===== config.mk =====
export PLATFORM = sky130hd
export DESIGN_NAME = nfc_ctrl
export DESIGN_NICKNAME = d
export VERILOG_FILES = /design/src/nfc_pkg.sv /design/src/nfc_ctrl.sv
export VERILOG_INCLUDE_DIRS = /design/src /design/src/src
export SDC_FILE = /design/constraint.sdc
export NUM_CORES = 1
export LEC_CHECK = 0
export BUFFER_PORTS_ARGS = -buffer_cell sky130_fd_sc_hd__buf_2
export CORE_AREA = 2 2 39 41
export DETAILED_ROUTE_END_ITERATION = 16
export DIE_AREA = 0 0 41 43
export GPL_TIMING_DRIVEN = 0
export HOLD_SLACK_MARGIN = 0.05
export SYNTH_ARGS = -nofsm -noshare
export SYNTH_HDL_FRONTEND = slang
export SYNTH_SLANG_ARGS = --single-unit

===== constraint.sdc =====
create_clock -name i_clk -period 1.5 [get_ports i_clk]
set_clock_uncertainty 0.05 [all_clocks]
set_input_delay 0.075 -clock i_clk [delete_from_list [all_inputs] [get_ports i_clk]]
set_output_delay 0.075 -clock i_clk [all_outputs]
set_load 0.01 [all_outputs]

===== src/normalized_fir_convolution_top_assert.svh =====
// assertion macros shared by the convolution engine modules
// expects i_clk and i_rst_n in the scope of each use
`ifndef NORMALIZED_FIR_CONVOLUTION_TOP_ASSERT_SVH
`define NORMALIZED_FIR_CONVOLUTION_TOP_ASSERT_SVH

// checked outside reset
`define NFC_ASSERT(lbl, prop, msg) \
    lbl: assert property (@(posedge i_clk) disable iff (!i_rst_n) (prop)) \
        else $error(msg);

// checked on every edge, reset included
`define NFC_ASSERT_RST(lbl, prop, msg) \
    lbl: assert property (@(posedge i_clk) (prop)) else $error(msg);

`endif


===== src/nfc_pkg.sv =====
// shared types and constants of the normalized convolution engine
// no dependencies
`default_nettype none

package nfc_pkg;

    localparam int NFC_MAX_TAPS = 1024;
    localparam int NFC_KLEN_W   = 11;
    localparam int NFC_SHIFT_W  = 5;
    localparam int NFC_CFG_IW   = 2;
    localparam int NFC_CFG_DW   = 11;
    localparam int NFC_TIDX_W   = 10;
    localparam int NFC_DATA_W   = 16;
    localparam int NFC_VALUE_W  = 32;

    localparam logic [NFC_KLEN_W-1:0]  NFC_KLEN_RST  = 11'd1;
    localparam logic [NFC_SHIFT_W-1:0] NFC_SHIFT_RST = 5'd14;

    localparam logic [NFC_VALUE_W-1:0] NFC_INT32_MAX = 32'h7fff_ffff;
    localparam logic [NFC_VALUE_W-1:0] NFC_INT32_MIN = 32'h8000_0000;

    typedef enum logic [1:0] {
        ACT_LOAD  = 2'd0,
        ACT_PUSH  = 2'd1,
        ACT_TAIL  = 2'd2,
        ACT_START = 2'd3
    } t_action;

    typedef enum logic [NFC_CFG_IW-1:0] {
        CFG_KLEN  = 2'd0,
        CFG_NORM  = 2'd1,
        CFG_SHIFT = 2'd2
    } t_cfg_idx;

    typedef struct packed {
        logic accept_load;
        logic accept_push;
        logic push_zero;
        logic start_run;
        logic mac_step;
        logic div_load;
        logic div_step;
        logic res_load;
    } t_cmd;

    typedef struct packed {
        logic mac_done;
        logic norm;
        logic tsum_zero;
        logic div_done;
        logic out_free;
    } t_status;

endpackage

`default_nettype wire


===== src/nfc_ctrl.sv =====
// controller state machine: accept, multiply-accumulate, divide, deliver
// depends on nfc_pkg and the assertion macro header
`default_nettype none

`include "normalized_fir_convolution_top_assert.svh"

module nfc_ctrl
    import nfc_pkg::*;
(
    input  wire logic    i_clk,
    input  wire logic    i_rst_n,
    input  wire logic    i_in_valid,
    input  wire t_action i_action,
    output logic         o_in_stall,
    input  wire t_status i_st,
    output t_cmd         o_cmd
);

    typedef enum logic [3:0] {
        S_IDLE = 4'b0001,
        S_MAC  = 4'b0010,
        S_DIV  = 4'b0100,
        S_FIN  = 4'b1000
    } t_state;

    t_state r_state;
    t_state n_state;
    logic   accept;

    assign o_in_stall = (r_state != S_IDLE);
    assign accept     = i_in_valid && (r_state == S_IDLE);

    always_comb begin
        n_state = r_state;
        o_cmd   = '0;
        case (r_state)
            S_IDLE: begin
                if (accept) begin
                    case (i_action)
                        ACT_LOAD: o_cmd.accept_load = 1'b1;
                        ACT_PUSH: begin
                            o_cmd.accept_push = 1'b1;
                            n_state = S_MAC;
                        end
                        ACT_TAIL: begin
                            o_cmd.accept_push = 1'b1;
                            o_cmd.push_zero   = 1'b1;
                            n_state = S_MAC;
                        end
                        ACT_START: o_cmd.start_run = 1'b1;
                        default: n_state = S_IDLE;
                    endcase
                end
            end
            S_MAC: begin
                o_cmd.mac_step = 1'b1;
                if (i_st.mac_done) begin
                    if (i_st.norm && !i_st.tsum_zero) begin
                        o_cmd.div_load = 1'b1;
                        n_state = S_DIV;
                    end else begin
                        n_state = S_FIN;
                    end
                end
            end
            S_DIV: begin
                if (i_st.div_done) begin
                    n_state = S_FIN;
                end else begin
                    o_cmd.div_step = 1'b1;
                end
            end
            S_FIN: begin
                if (i_st.out_free) begin
                    o_cmd.res_load = 1'b1;
                    n_state = S_IDLE;
                end
            end
            default: n_state = S_IDLE;
        endcase
    end

    always_ff @(posedge i_clk) begin
        if (!i_rst_n) begin
            r_state <= S_IDLE;
        end else begin
            r_state <= n_state;
        end
    end

    `NFC_ASSERT(a_div_needs_norm, (r_state == S_DIV) |-> i_st.norm, "divide while normalization off")
    `NFC_ASSERT_RST(a_reset_idle, !i_rst_n |=> (r_state == S_IDLE), "not idle after reset")
    `NFC_ASSERT(a_state_onehot, $onehot(r_state), "controller state not one-hot")

endmodule

`default_nettype wire


## Word level (Yosys, flattened, before mapping)

Cells that the tools add are included.

| storage, ports and cells | value |
|---|---|
| register bits | 4 |
| output and inout port bits | 9 |

| cells by class | value |
|---|---|
| multiplexer cells | 20 |
| eq/ne operators | 13 |
| reductions and logical operators | 6 |

Operators by type and width:

| cell | number |
|---|---|
| 4-bit two-way mux | 8 |
| 4-bit one-hot mux with 4 select lines | 1 |
| 1-bit two-way mux | 10 |
| 2-bit != test (second input constant) | 5 |
| 5-bit AND reduction | 1 |
| 2-bit == test (second input constant) | 2 |
| 4-bit by 1-bit == test with 1-bit output (second input constant) | 1 |
| 4-bit by 2-bit == test with 1-bit output (second input constant) | 1 |
| 4-bit by 3-bit == test with 1-bit output (second input constant) | 1 |
| 4-bit == test (second input constant) | 1 |
| 4-bit by 1-bit != test with 1-bit output (second input constant) | 1 |
| 2-bit by 1-bit == test with 1-bit output (second input constant) | 1 |
| 1-bit logical AND | 2 |
| 2-bit zero test | 1 |
| 2-bit two-way mux | 1 |
| 2-bit OR reduction | 1 |
| 1-bit zero test | 1 |

## Logic depth before layout (Yosys ltp)

| depth | value |
|---|---|
| depth in word-level cells | 5 |
| gate-level depth with buffers | 6 |

## Worst setup path after synthesis

OpenSTA, ideal clock, no wires.

| timing | value |
|---|---|
| path kind | reg2reg |
| start | reg r_state[3] |
| end | reg r_state[2] |
| required time | 1.392 ns |
| stages on the path, launching flop included | 5 |
| arrival time | 1.208 ns |
| library setup time | 0.058 ns |
| setup slack | 0.184 ns |
| cells stage by stage | dfxtp_1 -> buf_6 -> or4b_4 -> nor2_2 -> o21a_1 |

| between the ends | value |
|---|---|
| cells in the longest elaborated chain, start to end | 4 |

Ends and longest elaborated chain:

| item | RTL line | text |
|---|---|---|
| from (decl) | nfc_ctrl.sv:26 | `t_state r_state;` |
| from (signal assigned) | nfc_ctrl.sv:87 | `r_state <= n_state;` |
| 4-bit by 1-bit == test with 1-bit output | nfc_ctrl.sv:31, nfc_ctrl.sv:36 |  |
| 1-bit logical AND | nfc_ctrl.sv:31 | `assign accept = i_in_valid && (r_state == S_IDLE);` |
| 2-bit != test (no line) | -- |  |
| 5-bit AND reduction (no line) | -- |  |

Parallel ways exist; a longest one is shown, timed or not.
A chain may end at the register's enable or synchronous reset.

==> qor.yml <==
final_layout:
  largestRegisters: "r_state x4"
  fin_cells: 91
  final_cell_area_um2: 675.6
  syn_to_final_growth_pct: 63.14
  n_antenna_cell: 0
  largest_reg_flops: 4
  layout-drive-gt1-share_pct: 58.67
  nets: 90
  largest-register: "r_state"
global_route:
  grt_max_degree: 11
  grt_usage_pct: 11.03
  grt_first_pass_wirelength_um: 1366
  overflow: 0
  grt_pass1_vias: 347
  antenna_found_initial: 0
logic_synthesis:
  synthTopCellsByArea: "dfxtp_1 19%, nor4b_4 11%, ha_1 9.1%"
  synth_seq_area_share_pct: 19.34
  synth_edf_count: 0
  synth_area_um2: 414.1
  syn-num-nets: 59
  yosys.cell_types.count: 28
  syn_inst: 46
  synth_area_per_cell_um2: 9.003
  synthArstFlopShare_pct: 0
  yosysWarnings: 0
  synth_top_cell_area_share_pct: 19.34
  yosysTopAreaCell: "dfxtp_1"
  ys_ff_latch: 4
  ys.flop_type: "dfxtp_1"
  synth_common_cells: "4 x dfxtp_1, 4 x inv_1, 3 x and3_2, 3 x ha_1"
die:
  dieArea_mm2: 0.001763
  io_pins: 19
  die_x_um: 41
  rows: 14
  start_util_pct: 29.93
  coreArea_mm2: 0.001384
  die-height_um: 43
worst_setup_path:
  required_ps: 1370
  worst-setup-path-type: "reg2out"
  startpoint_type: "flop"
  crit_fanout: 4
  end_kind: "output port"
  arrival_ps: 1390
sta:
  fin_ws_ps: -19.55
  max_freq_mhz: 658.1
  finalSetupTns_ps: -19.55
  tightest_slew_ps: 307.0
  min_period_ps: 1520
  max-slew-margin-rel_pct: 79.44
  report.final.slew_viol_count: 0
  rsz0062_at_grt: "true"
  period_share_pct: 101.3
  finalHoldViolations: 0
  setup_viol: 1
pwr:
  leakagePower_uw: 0.0003385
  ir_worst_vdd_uv: 296.7
  powerDensity_mw_per_mm2: 590.5
place:
  dp.cells: 80
  port-buffer-count: 18
  place_congestion: 0.7101
  dpl_cell_area_um2: 524.3
  dpl.hpwl_um: 646.8
drt:
  vias: 430
  routedWlPerCell_um: 10.38
  ant_nets: 0
  drt-total-wl_um: 945
  first_pass_iters: 1
  drc_errors: 0
  drt-vias-per-instance: 4.725
  drtIter0Drc: 0
status:
  failed_checks: "negative setup slack"
  outcome: "complete, but fails checks"
job:
  maxCapViolCount: 0
cts:
  cts_buffers: 3
  cts_tree: "done"
  path_clk_slew_ps: 30
  clk_latency_ps: 230
  root_buffer: "clkbuf_4"
  cts_sinks: 4
  clk_path_buf_depth: 2
  htree_num_levels: 1
worst_hold_path:
  hp-class: "in2reg"
[power breakdown]
group / total [uW] / leakage [uW] / switching (uW) / internal (uW)
Combinational: 141 / 0.000291 / 59.3 / 81.8
Clock: 127 / 0.0000138 / 37.7 / 89.1
Sequential: 131 / 0.0000335 / 17.5 / 114
[cell families (layout without fill, tap and decap cells)]
| group | count (synthesis) | in the layout | share of synthesized area [%] |
|---|---|---|---|
| buffers and inverters | 6 | 35 | 9.062 |
| flip-flops | 4 | 4 | 19.34 |
| adder cells (fa/ha/maj) | 3 | 3 | 9.064 |
| multiplexers | 1 | 1 | 2.417 |
| AO/OA/AOI/OAI | 8 | 8 | 12.99 |
| AND/OR/NAND/NOR | 24 | 24 | 47.13 |
[path summary, 6_finish.rpt]
path              cells after the start                      end  slack, ps                    start
setup / recovery                      4                 o_cmd[1]        -20  r_state[3]$_SDFFE_PN0P_
hold / removal                        3  r_state[2]$_SDFFE_PN0P_        190                  i_st[4]
setup reg to reg                      6  r_state[3]$_SDFFE_PN0P_         50  r_state[2]$_SDFFE_PN0P_
hold reg to reg                       3  r_state[1]$_SDFFE_PN0P_        640  r_state[3]$_SDFFE_PN0P_
[metal layers]
| layer | vias to the layer above | share of wire [%] | track usage [%] |
|---|---|---|---|
| li1 | 221 | - | - |
| met1 | 199 | 45 | 14.42 |
| met5 | - | 0 | 0 |
| met2 | 10 | 51 | 16.56 |
| met3 | 0 | 3.8 | 3.141 |
| met4 | 0 | 0 | 4.000 |
[repair_timing]
| item | in CTS | in global routing |
|---|---|---|
| pin swaps | 3 | 5 |
| hold buffers | 1 | 0 |
| endpoints found under the hold margin | 1 | 0 |
| gates resized for setup | 7 | 7 |
| setup buffers | 4 | 3 |
| setup endpoints to repair | 6 | 8 |
[cells in the final DEF, fill, tap and decap left out, drive strengths merged, types with 2 or more instances in the layout]
cell type / synthesis / routed
buf: 2 / 27
nor4b: 2 / 2
nor2b: 2 / 2
o21ai: 2 / 2
inv: 4 / 4
dfxtp: 4 / 4
clkbuf: 0 / 3
nor2: 3 / 3
nand3: 2 / 2
ha: 3 / 3
nand2: 3 / 3
nor3b: 3 / 3
and3: 4 / 4
[area by class of cell]
cell class | instances | area (um^2)
well taps | 16 | 20.02
plain buffers | 2 | 22.52
fillers | 143 | 708.2
inverters | 4 | 15.01
multi-input cells | 36 | 331.6
repair buffers | 26 | 177.7
flip-flops and latches | 4 | 86.33
clock buffers | 3 | 22.52
[metrics by stage]
step	util [%]	setup WS (ps)	total power [uW]	hold slack (ps)
finish	48.82	-19.55	398.9	185.8
global route	48.82	-74.15	435.6	198.5
CTS	44.21	-39.23	374.7	116.9
detailed placement	37.88	64.14	229.6	250.7
global placement	37.88	91.07	228.0	248.6
floorplan	-	184.3	191.1	96.83
[critical path, stage by stage, from the launching register on]
cell and delay, ps:
dfxtp_2 330, buf_6 120, or4b_4 500, nor2_4 110, buf_6 100
Note: power is estimated with default switching activity, not from simulation.
